===== config.mk =====
export PLATFORM = sky130hd
export DESIGN_NAME = calendar_date_counter_unit
export DESIGN_NICKNAME = d
export VERILOG_FILES = /design/src/sv/cdc_pkg.sv /design/src/sv/calendar_date_counter_unit.sv
export VERILOG_INCLUDE_DIRS = /design/src /design/src/sv
export SDC_FILE = /design/constraint.sdc
export NUM_CORES = 1
export LEC_CHECK = 0
export BUFFER_PORTS_ARGS = -buffer_cell sky130_fd_sc_hd__buf_2
export CAP_MARGIN = 20
export CORE_AREA = 2 2 230 232
export DETAILED_ROUTE_END_ITERATION = 6
export DIE_AREA = 0 0 232 234
export PLACE_DENSITY = 0.63
export SKIP_LAST_GASP = 1
export SYNTH_ARGS = -nofsm -noshare
export SYNTH_HDL_FRONTEND = slang
export SYNTH_SLANG_ARGS = --single-unit
export TNS_END_PERCENT = 100

===== constraint.sdc =====
create_clock -name clock -period 23.4 [get_ports clock]
set_clock_uncertainty 0.15 [all_clocks]
set_input_delay 7.02 -clock clock [delete_from_list [all_inputs] [get_ports clock]]
set_output_delay 7.02 -clock clock [all_outputs]
set_load 0.005 [all_outputs]

===== src/sv/calendar_date_counter_unit_defines.svh =====
// Assertion macros for the calendar date counter.
`ifndef CALENDAR_DATE_COUNTER_UNIT_DEFINES_SVH
`define CALENDAR_DATE_COUNTER_UNIT_DEFINES_SVH

// Checked at every rising edge, ignored while reset is high.
`define CDC_ASSERT_RST(label, clk, rst, prop, msg) \
   label: assert property (@(posedge clk) disable iff (rst) prop) else $error(msg);

// Checked at every rising edge, reset included.
`define CDC_ASSERT_CLK(label, clk, prop, msg) \
   label: assert property (@(posedge clk) prop) else $error(msg);

`endif


===== src/sv/cdc_pkg.sv =====
// Constants, codes and tables for the calendar date counter.
package cdc_pkg;

   localparam logic [1:0] CMD_LOAD = 2'd0;
   localparam logic [1:0] CMD_INC  = 2'd1;
   localparam logic [1:0] CMD_DEC  = 2'd2;
   localparam logic [1:0] CMD_DIFF = 2'd3;

   localparam logic [13:0] YEAR_RESET = 14'd1970;
   localparam logic [13:0] YEAR_MAX   = 14'd16383;
   localparam logic [6:0]  CENT_RESET = 7'd70;
   localparam logic [1:0]  QUAD_RESET = 2'd3;
   localparam logic [6:0]  CENT_OF_YEAR_MAX = 7'd83;
   localparam logic [1:0]  QUAD_OF_YEAR_MAX = 2'd3;
   localparam logic [3:0]  WEEKDAY_RESET = 4'd4;
   localparam logic [3:0]  WEEKDAY_UNKNOWN = 4'hF;
   localparam logic [3:0]  WEEKDAY_LAST = 4'd6;

   // day numbers of 1970-01-01, 0000-01-01 and 16383-12-31
   localparam logic [22:0] DN_RESET = 23'd865565;
   localparam logic [22:0] DN_FIRST = 23'd146037;
   localparam logic [22:0] DN_LAST  = 23'd6130169;

   // floor(x / 100) = (x * RECIP_100) >> RECIP_SHIFT for x below 43690
   localparam logic [12:0] RECIP_100   = 13'd5243;
   localparam int          RECIP_SHIFT = 19;

   localparam logic [22:0] DIFF_POS_SAT = 23'h3FFFFF;
   localparam logic [22:0] DIFF_NEG_SAT = 23'h400000;

   function automatic logic [4:0] month_days(input logic [3:0] m, input logic leap);
      logic [4:0] d;
      unique case (m)
         4'd2: d = leap ? 5'd29 : 5'd28;
         4'd4, 4'd6, 4'd9, 4'd11: d = 5'd30;
         default: d = 5'd31;
      endcase
      return d;
   endfunction

   // day of year counted from March 1st at the first day of month m
   function automatic logic [8:0] month_offset(input logic [3:0] m);
      logic [8:0] o;
      unique case (m)
         4'd1:  o = 9'd306;
         4'd2:  o = 9'd337;
         4'd4:  o = 9'd31;
         4'd5:  o = 9'd61;
         4'd6:  o = 9'd92;
         4'd7:  o = 9'd122;
         4'd8:  o = 9'd153;
         4'd9:  o = 9'd184;
         4'd10: o = 9'd214;
         4'd11: o = 9'd245;
         4'd12: o = 9'd275;
         default: o = 9'd0;
      endcase
      return o;
   endfunction

endpackage


===== src/sv/calendar_date_counter_unit.sv =====
// Top level of the calendar date counter: date registers and command pipeline.
//
// Usage:
//   req channel: one beat per command. req_tuser carries the command code
//   (load, increment, decrement, days since), req_tdata the argument date.
//   rsp channel: exactly one beat per command, in order, carrying the stored
//   date after the command and, for days since, the signed day count from the
//   argument date to the stored date (zero for other commands).
//   Pipeline: an accepted req beat passes the input register, divide-by-100
//   multiply stage, day-number stage and result register before its rsp beat.
//   Throughput: one command per cycle unless rsp stalls; the stored date is read
//   and written only in the last stage, so back-to-back commands see each other's
//   effect. Each stage holds its beat while the next one is full, so a stalled rsp
//   side fills the pipeline bubbles before req_tready drops; the result
//   register holds a waiting beat unchanged.
//   Reset: synchronous, active high; clears all stage valids and sets the
//   date to Thursday 1970-01-01.
`include "calendar_date_counter_unit_defines.svh"

module calendar_date_counter_unit
   import cdc_pkg::*;
(
   input  logic        clock,
   input  logic        reset,
   input  logic        req_tvalid,
   output logic        req_tready,
   // [13:0] arg_year, [17:14] arg_month, [22:18] arg_day, [26:23] arg_weekday
   input  logic [31:0] req_tdata,
   // [1:0] command
   input  logic [1:0]  req_tuser,
   output logic        rsp_tvalid,
   input  logic        rsp_tready,
   // [13:0] cur_year, [17:14] cur_month, [22:18] cur_day, [26:23] cur_weekday,
   // [49:27] day_difference
   output logic [55:0] rsp_tdata
);

   // stage enables
   logic en_i, en_a, en_b, en_r;

   // input register
   logic        i_valid_ff;
   logic [1:0]  i_cmd_ff;
   logic [13:0] i_year_ff;
   logic [3:0]  i_month_ff;
   logic [4:0]  i_day_ff;
   logic [3:0]  i_wday_ff;

   // stage a
   logic        a_valid_ff;
   logic [1:0]  a_cmd_ff;
   logic [13:0] a_year_ff;
   logic [3:0]  a_month_ff;
   logic [4:0]  a_day_ff;
   logic [3:0]  a_wday_ff;
   logic [7:0]  a_qy_ff;
   logic [14:0] a_yy_ff;
   logic [7:0]  a_qyy_ff;
   logic [8:0]  a_off_ff;
   logic [3:0]  a_month_in;
   logic [3:0]  a_wday_in;
   logic [26:0] a_prod_y;
   logic [27:0] a_prod_yy;
   logic [14:0] a_yy_in;

   // stage b
   logic        b_valid_ff;
   logic [1:0]  b_cmd_ff;
   logic [13:0] b_year_ff;
   logic [3:0]  b_month_ff;
   logic [4:0]  b_day_ff;
   logic [3:0]  b_wday_ff;
   logic [6:0]  b_cent_ff;
   logic [1:0]  b_quad_ff;
   logic [22:0] b_dn_ff;
   logic [13:0] b_cent_wide;
   logic [6:0]  b_cent_in;
   logic        b_leap;
   logic [4:0]  b_lim;
   logic [4:0]  b_day_in;
   logic [22:0] b_dn_in;

   // stored date
   logic [13:0] yr_ff, yr_in;
   logic [3:0]  mo_ff, mo_in;
   logic [4:0]  dy_ff, dy_in;
   logic [3:0]  wd_ff, wd_in;
   logic [6:0]  cent_ff, cent_in;
   logic [1:0]  quad_ff, quad_in;
   logic [22:0] dn_ff, dn_in;
   logic        st_leap;
   logic [4:0]  st_lim;
   logic [3:0]  st_prev_mo;
   logic [23:0] diff_wide;
   logic [22:0] diff_in;

   // result register
   logic        rsp_valid_ff;
   logic [55:0] rsp_data_ff;
   logic        update;

   assign en_r = !rsp_valid_ff || rsp_tready;
   assign en_b = !b_valid_ff || en_r;
   assign en_a = !a_valid_ff || en_b;
   assign en_i = !i_valid_ff || en_a;
   assign req_tready = en_i;
   assign rsp_tvalid = rsp_valid_ff;
   assign rsp_tdata = rsp_data_ff;
   assign update = b_valid_ff && en_r;

   always_ff @(posedge clock) begin
      if (reset) begin
         i_valid_ff <= 1'b0;
      end else if (en_i) begin
         i_valid_ff <= req_tvalid;
      end
      if (en_i) begin
         i_cmd_ff   <= req_tuser;
         i_year_ff  <= req_tdata[13:0];
         i_month_ff <= req_tdata[17:14];
         i_day_ff   <= req_tdata[22:18];
         i_wday_ff  <= req_tdata[26:23];
      end
   end

   // stage a: clamp month, check weekday, split off year / 100 by reciprocal multiply
   always_comb begin
      if (i_month_ff == 4'd0) begin
         a_month_in = 4'd1;
      end else if (i_month_ff > 4'd12) begin
         a_month_in = 4'd12;
      end else begin
         a_month_in = i_month_ff;
      end
      if ((!i_wday_ff[3] && i_wday_ff != 4'd7) || i_wday_ff == WEEKDAY_UNKNOWN) begin
         a_wday_in = i_wday_ff;
      end else begin
         a_wday_in = WEEKDAY_UNKNOWN;
      end
      a_yy_in = {1'b0, i_year_ff} + 15'd400 - ((a_month_in <= 4'd2) ? 15'd1 : 15'd0);
      a_prod_y = 27'(i_year_ff) * 27'(RECIP_100);
      a_prod_yy = 28'(a_yy_in) * 28'(RECIP_100);
   end

   always_ff @(posedge clock) begin
      if (reset) begin
         a_valid_ff <= 1'b0;
      end else if (en_a) begin
         a_valid_ff <= i_valid_ff;
      end
      if (en_a) begin
         a_cmd_ff   <= i_cmd_ff;
         a_year_ff  <= i_year_ff;
         a_month_ff <= a_month_in;
         a_day_ff   <= i_day_ff;
         a_wday_ff  <= a_wday_in;
         a_qy_ff    <= a_prod_y[RECIP_SHIFT +: 8];
         a_yy_ff    <= a_yy_in;
         a_qyy_ff   <= a_prod_yy[RECIP_SHIFT +: 8];
         a_off_ff   <= month_offset(a_month_in);
      end
   end

   // stage b: leap test, clamp day, day number of the argument date
   always_comb begin
      b_cent_wide = a_year_ff - 14'(a_qy_ff) * 14'd100;
      b_cent_in = b_cent_wide[6:0];
      b_leap = (a_year_ff[1:0] == 2'd0) && (b_cent_in != 7'd0 || a_qy_ff[1:0] == 2'd0);
      b_lim = month_days(a_month_ff, b_leap);
      if (a_day_ff == 5'd0) begin
         b_day_in = 5'd1;
      end else if (a_day_ff > b_lim) begin
         b_day_in = b_lim;
      end else begin
         b_day_in = a_day_ff;
      end
      b_dn_in = 23'(a_yy_ff) * 23'd365 + 23'(a_yy_ff[14:2]) - 23'(a_qyy_ff)
              + 23'(a_qyy_ff[7:2]) + 23'(a_off_ff) + 23'(b_day_in) - 23'd1;
   end

   always_ff @(posedge clock) begin
      if (reset) begin
         b_valid_ff <= 1'b0;
      end else if (en_b) begin
         b_valid_ff <= a_valid_ff;
      end
      if (en_b) begin
         b_cmd_ff   <= a_cmd_ff;
         b_year_ff  <= a_year_ff;
         b_month_ff <= a_month_ff;
         b_day_ff   <= b_day_in;
         b_wday_ff  <= a_wday_ff;
         b_cent_ff  <= b_cent_in;
         b_quad_ff  <= a_qy_ff[1:0];
         b_dn_ff    <= b_dn_in;
      end
   end

   // last stage: apply the command to the stored date
   always_comb begin
      st_leap = (yr_ff[1:0] == 2'd0) && (cent_ff != 7'd0 || quad_ff == 2'd0);
      st_lim = month_days(mo_ff, st_leap);
      st_prev_mo = (mo_ff <= 4'd1) ? 4'd12 : mo_ff - 4'd1;
      yr_in = yr_ff;
      mo_in = mo_ff;
      dy_in = dy_ff;
      wd_in = wd_ff;
      cent_in = cent_ff;
      quad_in = quad_ff;
      dn_in = dn_ff;
      diff_wide = {1'b0, dn_ff} - {1'b0, b_dn_ff};
      diff_in = 23'd0;
      case (b_cmd_ff)
         CMD_LOAD: begin
            yr_in = b_year_ff;
            mo_in = b_month_ff;
            dy_in = b_day_ff;
            wd_in = b_wday_ff;
            cent_in = b_cent_ff;
            quad_in = b_quad_ff;
            dn_in = b_dn_ff;
         end
         CMD_INC: begin
            dn_in = dn_ff + 23'd1;
            if (dy_ff >= st_lim) begin
               dy_in = 5'd1;
               if (mo_ff >= 4'd12) begin
                  mo_in = 4'd1;
                  yr_in = yr_ff + 14'd1;
                  if (yr_ff == YEAR_MAX) begin
                     cent_in = 7'd0;
                     quad_in = 2'd0;
                     dn_in = DN_FIRST;
                  end else if (cent_ff == 7'd99) begin
                     cent_in = 7'd0;
                     quad_in = quad_ff + 2'd1;
                  end else begin
                     cent_in = cent_ff + 7'd1;
                  end
               end else begin
                  mo_in = mo_ff + 4'd1;
               end
            end else begin
               dy_in = dy_ff + 5'd1;
            end
            if (!wd_ff[3]) begin
               wd_in = (wd_ff >= WEEKDAY_LAST) ? 4'd0 : wd_ff + 4'd1;
            end
         end
         CMD_DEC: begin
            dn_in = dn_ff - 23'd1;
            if (dy_ff <= 5'd1) begin
               mo_in = st_prev_mo;
               dy_in = month_days(st_prev_mo, st_leap);
               if (mo_ff <= 4'd1) begin
                  yr_in = yr_ff - 14'd1;
                  if (yr_ff == 14'd0) begin
                     cent_in = CENT_OF_YEAR_MAX;
                     quad_in = QUAD_OF_YEAR_MAX;
                     dn_in = DN_LAST;
                  end else if (cent_ff == 7'd0) begin
                     cent_in = 7'd99;
                     quad_in = quad_ff - 2'd1;
                  end else begin
                     cent_in = cent_ff - 7'd1;
                  end
               end
            end else begin
               dy_in = dy_ff - 5'd1;
            end
            if (!wd_ff[3]) begin
               wd_in = (wd_ff == 4'd0) ? WEEKDAY_LAST : wd_ff - 4'd1;
            end
         end
         default: begin
            if (diff_wide[23] != diff_wide[22]) begin
               diff_in = diff_wide[23] ? DIFF_NEG_SAT : DIFF_POS_SAT;
            end else begin
               diff_in = diff_wide[22:0];
            end
         end
      endcase
   end

   always_ff @(posedge clock) begin
      if (reset) begin
         yr_ff <= YEAR_RESET;
         mo_ff <= 4'd1;
         dy_ff <= 5'd1;
         wd_ff <= WEEKDAY_RESET;
         cent_ff <= CENT_RESET;
         quad_ff <= QUAD_RESET;
         dn_ff <= DN_RESET;
      end else if (update) begin
         yr_ff <= yr_in;
         mo_ff <= mo_in;
         dy_ff <= dy_in;
         wd_ff <= wd_in;
         cent_ff <= cent_in;
         quad_ff <= quad_in;
         dn_ff <= dn_in;
      end
   end

   always_ff @(posedge clock) begin
      if (reset) begin
         rsp_valid_ff <= 1'b0;
      end else if (en_r) begin
         rsp_valid_ff <= b_valid_ff;
      end
      if (en_r) begin
         rsp_data_ff <= {6'd0, diff_in, wd_in, dy_in, mo_in, yr_in};
      end
   end

   `CDC_ASSERT_RST(a_month_range, clock, reset, mo_ff >= 4'd1 && mo_ff <= 4'd12, "stored month out of range")
   `CDC_ASSERT_RST(a_day_range, clock, reset, dy_ff >= 5'd1 && dy_ff <= st_lim, "stored day beyond month length")
   `CDC_ASSERT_RST(a_weekday_range, clock, reset, wd_ff == WEEKDAY_UNKNOWN || wd_ff <= WEEKDAY_LAST, "stored weekday out of range")
   `CDC_ASSERT_RST(a_state_hold, clock, reset, !update |=> $stable(dn_ff) && $stable(yr_ff), "date changed without a beat")

endmodule


==> results of run 1 <==
[layout by cell type (no fill, tap or decap), types with 13 or more instances in the layout]
cell / n
nand2b_1: 14
clkbuf_16: 32
edfxtp_1: 204
a211oi_1: 17
nor4_1: 18
o21ai_0: 122
nor2b_1: 15
fa_1: 227
xor2_1: 44
buf_4: 15
a21oi_1: 120
a221oi_1: 21
dfxtp_1: 63
or3_1: 15
inv_1: 467
xnor2_1: 84
nand3_1: 50
nand4_1: 19
a21o_1: 29
ha_1: 370
buf_2: 85
nor3_1: 37
a31oi_1: 13
nand2_1: 115
o211ai_1: 27
nor2_1: 134
[flip-flops by register name, summed over array words and instances (netlist names), 5 cells and up]
signal	cells
rsp_tdata	50
b_dn_ff	23
dn_ff	23
a_yy_ff	15
a_year_ff	14
b_year_ff	14
i_year_ff	14
yr_ff	14
a_off_ff	9
a_qyy_ff	8
cent_ff	7
a_day_ff	5
a_qy_ff	5
b_cent_ff	5
b_day_ff	5
dy_ff	5
i_day_ff	5
[worst paths after layout]
path                                    start           end  cells after the start  slack (ns)
worst max-delay path               rsp_tready    req_tready                      6        7.81
worst min-delay path             a_wday_ff[0]  b_wday_ff[0]                      0        0.24
worst max register to register  i_month_ff[2]   a_qyy_ff[7]                     36       14.13
worst min register to register   a_wday_ff[0]  b_wday_ff[0]                      0        0.24
[per-stage QoR]
step | cell area [sq um] | utilization, % | cells | setup WS (ns)
finish | 27700 | 53.2 | 3307 | 7.81
global route | 27700 | 53.2 | 3307 | 7.68
CTS | 27600 | 53.1 | 3304 | 7.78
detailed placement | 26600 | 51.2 | 3246 | 7.79
global placement | 26600 | 51.2 | 3245 | 7.79
floorplan | 25600 | - | 2551 | 8.23
[logic make-up after synthesis]
| group | after synthesis | synth area share, % |
|---|---|---|
| AOI/OAI and AO/OA | 500 | 12.9 |
| xor gates and xnor gates | 128 | 4.38 |
| adders and majority gates | 598 | 35.9 |
| buffers and inverters | 564 | 8.42 |
| DFF | 267 | 28.9 |
| muxes | 7 | 0.284 |
| other | 1 | 0.0147 |
| and+or+nand+nor | 481 | 9.20 |
[layer usage]
metal	vias up	wire, um
met1	8728	26100
li1	8812	-
met3	79	2820
met4	0	1210
met5	-	0
met2	468	26800
[area by class of cell]
cell class,instances,area share [%]
clock buffer,39,3.06
clock inverter,19,0.583
inverter,472,6.40
multi-input combinational,1720,58.1
sequential,267,26.7
tap,688,3.11
timing repair buffer,102,2.07
[critical path, delay by kind of cell]
kind          cells  cell delay [ns]
buf+inv           3             0.56
simple gates      3             0.82
==> metrics.md, run 1 <==
| Metric | Value |
|---|---|
| I/O Pins | `96` |
| Startpoint Class | `input port` |
| Root buf cell | `clkbuf_16` |
| Final net count | `3230` |
| First-pass GRT wire length | `94900 um` |
| Multi-input logic area | `0.0161 sq mm` |
| EDFF count, synth | `204` |
| Crit Path Category | `input port to output pin` |
| Largest net degree at the start of global routing | `67` |
| Starting Density | `49.2%` |
| WHS | `0.241 ns` |
| Number of port buffers | `84` |
| Critical Path Most Common Cell | `buf_2` |
| Post-CTS Hold Buffers | `0` |
| GRT Max-Usage Layer | `met2` |
| Maximum fanout along the worst path | `30` |
| List of most frequent post-synthesis cells | `inv_1, ha_1, fa_1, edfxtp_1, nor2_1` |
| Remaining Overflow, GRT | `0` |
| Unrepaired setup endpoints after global routing | `false` |
| Class of the worst hold path | `register to register` |
| Routed len/inst | `17.2 um` |
| FF+latch count, synth | `267` |
| Syn Inst Count | `2546` |
| HPWL Detailed | `44900 um` |
| Max-Cap Viols | `0` |
| Clk slew on worst S/H paths | `0.06 ns` |
| Fin. Hold Viols | `0` |
| # H-tree levels | `1` |
| Crit path largest cell delay | `0.41 ns` |
| CTS tree | `yes` |
| Met1 track demand over resource | `29.8%` |
| Initial antenna violation count | `0` |
| Highest clock rate | `64.1 MHz` |
| Layout cells sized above 1 | `7.14%` |
| Slew @ Worst Pin | `1.13 ns` |
| DR DRC count | `0` |
| Fill cell count | `4603` |
| # setup viols final | `0` |
| Crit path cell chain | `buf_2, nor2b_1, and3_1, nand2_1, buf_4, buf_2` |
| Syn avg cell area | `10.1 sq um` |
| Drt first pass iters | `6` |
| Sequential cell area | `0.00739 sq mm` |
| Area leader, netlist | `edfxtp_1` |
| Period utilization | `66.6%` |
| CP required | `16.23 ns` |
| Number of global-route vias before repair | `18500` |
| Yosys warns | `0` |
| # diodes | `0` |
| Cts bufs inserted | `31` |
| Period minus WS final | `15.59 ns` |
| CTS-repair resized insts | `0` |
| Register area share after synthesis | `28.9%` |
| Number of vias in the routed layout | `18100` |
| WP data arrival | `8.42 ns` |
| Setup Fix Bufs, Post-CTS | `0` |
| DR vias/cell | `5.47` |
| # rows | `84` |
| Routing usage on met3 | `2.30%` |
| Nature of the critical path endpoint | `output pin` |
| Slowest CP cell | `nor2b_1` |
| Clock sinks | `267` |
| DR iter-0 viols | `1211` |
| Antenna-violating nets left | `0` |
| Mapped Area | `0.0256 sq mm` |
| Longest Clk Path Bufs | `3` |
| Met2 GRT Util | `36.3%` |
| Setup TNS | `0 ns` |
| Max_slew headroom | `24.2%` |
| Primary FF master, synth | `edfxtp_1` |
| Syn-to-layout area delta | `8.14%` |
| DIE WIDTH | `232 um` |
| Die area | `0.0543 sq mm` |
| Top post-synthesis cells by area | `edfxtp_1, ha_1, fa_1, inv_1, dfxtp_1` |
| Post-synthesis cell type count | `78` |
| Drt total wl | `56900 um` |
| Most common cell in the netlist | `inv_1` |
| Top cell type's share of synthesized area | `23.9%` |
| Clk_lat worst skew | `0.58 ns` |
| Ys async rst share | `0%` |
| Count of pins over their slew limit | `0` |
| Status | `finished, final reports clean` |
| Total GRT Usage | `21.5%` |
| Core area | `0.0520 sq mm` |
| Vert. Die Dim | `234 um` |
| Final GP Congestion | `0.908` |
Power of run 1 is not shown: default switching activity piles up to over one toggle a cycle in this logic, so the estimate is an artifact.
==> run 2, diff against run 1 <==
--- a/config.mk
+++ b/config.mk
@@ -11,7 +11,7 @@
 export CORE_AREA = 2 2 230 232
 export DETAILED_ROUTE_END_ITERATION = 6
 export DIE_AREA = 0 0 232 234
-export PLACE_DENSITY = 0.63
+export PLACE_DENSITY = 0.66
 export SKIP_LAST_GASP = 1
 export SYNTH_ARGS = -nofsm -noshare
 export SYNTH_HDL_FRONTEND = slang
==> constraint.sdc (replaced) <==
create_clock -name clock -period 13.92 [get_ports clock]
set_clock_uncertainty 0.15 [all_clocks]
set_input_delay 4.176 -clock clock [delete_from_list [all_inputs] [get_ports clock]]
set_output_delay 4.176 -clock clock [all_outputs]
set_load 0.005 [all_outputs]
==> metrics.md, run 2 (synthesis results as in run 1) <==
| Metric | Value |
|---|---|
| Max-Cap Viols | `0 (unchanged)` |
| Setup TNS | `0 ns (unchanged)` |
| Highest clock rate | `102 MHz` |
| Die area | `0.0543 sq mm (unchanged)` |
| Core area | `0.0520 sq mm (unchanged)` |
| DR iter-0 viols | `1226 (was 1211)` |
| Max reg flops | `50 (unchanged)` |
| Vert. Die Dim | `234 um (unchanged)` |
| I/O Pins | `96 (unchanged)` |
| HPWL Detailed | `44800 um (was 44900 um)` |
| Starting Density | `49.2% (unchanged)` |
| Longest Clk Path Bufs | `3 (unchanged)` |
| Root buf cell | `clkbuf_16 (unchanged)` |
| Final GP Congestion | `0.898 (was 0.908)` |
| Drt first pass iters | `6 (unchanged)` |
| Initial antenna violation count | `0 (unchanged)` |
| Period minus WS final | `9.79 ns` |
| Critical Path Most Common Cell | `buf_2 (unchanged)` |
| Number of vias in the routed layout | `18200 (was 18100)` |
| # diodes | `0 (unchanged)` |
| Most frequent cells in the layout | `inv_1, ha_1, fa_1 (unchanged)` |
| Clk slew on worst S/H paths | `0.06 ns (about the same)` |
| Largest net degree at the start of global routing | `67 (unchanged)` |
| # H-tree levels | `1 (unchanged)` |
| Nature of the critical path endpoint | `output pin (unchanged)` |
| Period utilization | `70.3%` |
| Final net count | `3227 (was 3230)` |
| DR vias/cell | `5.50 (was 5.47)` |
| # setup viols final | `0 (unchanged)` |
| # rows | `84 (unchanged)` |
| CTS-repair resized insts | `0 (unchanged)` |
| Clock sinks | `267 (unchanged)` |
| CP required | `9.59 ns (was 16.23 ns)` |
| Total GRT Usage | `21.3% (was 21.5%)` |
| Drt total wl | `56500 um (was 56900 um)` |
| Fin. Hold Viols | `0 (unchanged)` |
| WP data arrival | `5.46 ns (was 8.42 ns)` |
| Most common cell after layout, fill and taps aside | `inv_1 (unchanged)` |
| DR DRC count | `0 (unchanged)` |
| CTS tree | `yes (unchanged)` |
| Slew @ Worst Pin | `1.06 ns (was 1.13 ns)` |
| Remaining Overflow, GRT | `0 (unchanged)` |
| Maximum fanout along the worst path | `30 (unchanged)` |
| Antenna-violating nets left | `0 (unchanged)` |
| Cts bufs inserted | `30 (was 31)` |
| Clk_lat worst skew | `0.60 ns (was 0.58 ns)` |
| First-pass GRT wire length | `93400 um (was 94900 um)` |
| Crit Path Category | `input port to output pin (unchanged)` |
| Count of pins over their slew limit | `0 (unchanged)` |
| Routed len/inst | `17.1 um (was 17.2 um)` |
| Unrepaired setup endpoints after global routing | `false (unchanged)` |
| DIE WIDTH | `232 um (unchanged)` |
| Crit path largest cell delay | `0.30 ns (was 0.41 ns)` |
| Number of global-route vias before repair | `18500 (about the same)` |
| Number of port buffers | `84 (unchanged)` |
| Max_slew headroom | `29.0% (was 24.2%)` |
| Setup Fix Bufs, Post-CTS | `0 (unchanged)` |
| Post-CTS Hold Buffers | `0 (unchanged)` |
| Status | `finished, final reports clean (unchanged)` |
| Slowest CP cell | `nor2b_1 (unchanged)` |
| Final design utilization | `53.0% (was 53.2%)` |
| Class of the worst hold path | `register to register (unchanged)` |
| Startpoint Class | `input port (unchanged)` |
| Layout cells sized above 1 | `6.77% (was 7.14%)` |
| Crit path cell chain | `buf_2, nor2b_1, and3_1, nand2_1, buf_4, buf_2 (unchanged)` |
| Syn-to-layout area delta | `7.70% (was 8.14%)` |
## run 2: changes by cell type in the layout (fill, tap and decap cells not counted), sizes merged
cell / before / now
clkbuf: 39 / 37
clkinvlp: 3 / 4
buf: 102 / 100
bufinv: 2 / 1
inv: 472 / 471
## run 2: layer usage
layer | global-route usage (%) | wire length [um] | vias to the layer above
met2 | 36.8 | 27000 | 501
li1 | - | - | 8810
met4 | 5.71 | 1330 | 0
met1 | 28.6 | 25300 | 8748
met3 | 2.05 | 2840 | 92
met5 | 0 | 0 | -
## run 2: area by class of cell
cell class              instances  area [sq um]
fillers                      4618         24500
multi-input cells            1720         16100
flip-flops and latches        267          7390
inverters                     472          1770
well taps                     688           861
clock buffers                  37           797
repair buffers                100           538
clock inverters                18           134
## run 2: path summary, 6_finish.rpt
| check | from | endpoint | slack (ns) | cells past startpoint |
|---|---|---|---|---|
| max reg2reg | i_month_ff[2] | a_qyy_ff[7] | 4.49 | 36 |
| min | a_wday_ff[3] | b_wday_ff[3] | 0.23 | 0 |
| min reg2reg | a_wday_ff[3] | b_wday_ff[3] | 0.23 | 0 |
| max | rsp_tready | req_tready | 4.13 | 6 |
## run 2: per-stage QoR
| step | cells | cell area, sq um | hold slack (ns) | setup slack [ns] |
|---|---|---|---|---|
| global route | 3302 | 27600 | 0.255 | 3.98 |
| detailed placement | 3247 | 26600 | 0.255 | 4.15 |
| floorplan | 2551 | 25600 | 0.250 | 4.44 |
| finish | 3302 | 27600 | 0.232 | 4.13 |
| CTS | 3302 | 27600 | 0.230 | 4.13 |
| global placement | 3245 | 26600 | 0.251 | 4.16 |
## run 2: critical path: cells and delay by family
family | cells | cell delay (ns)
and+or+nand+nor | 3 | 0.68
buffers and inverters | 3 | 0.57
Power of run 2 is left out for the same reason.
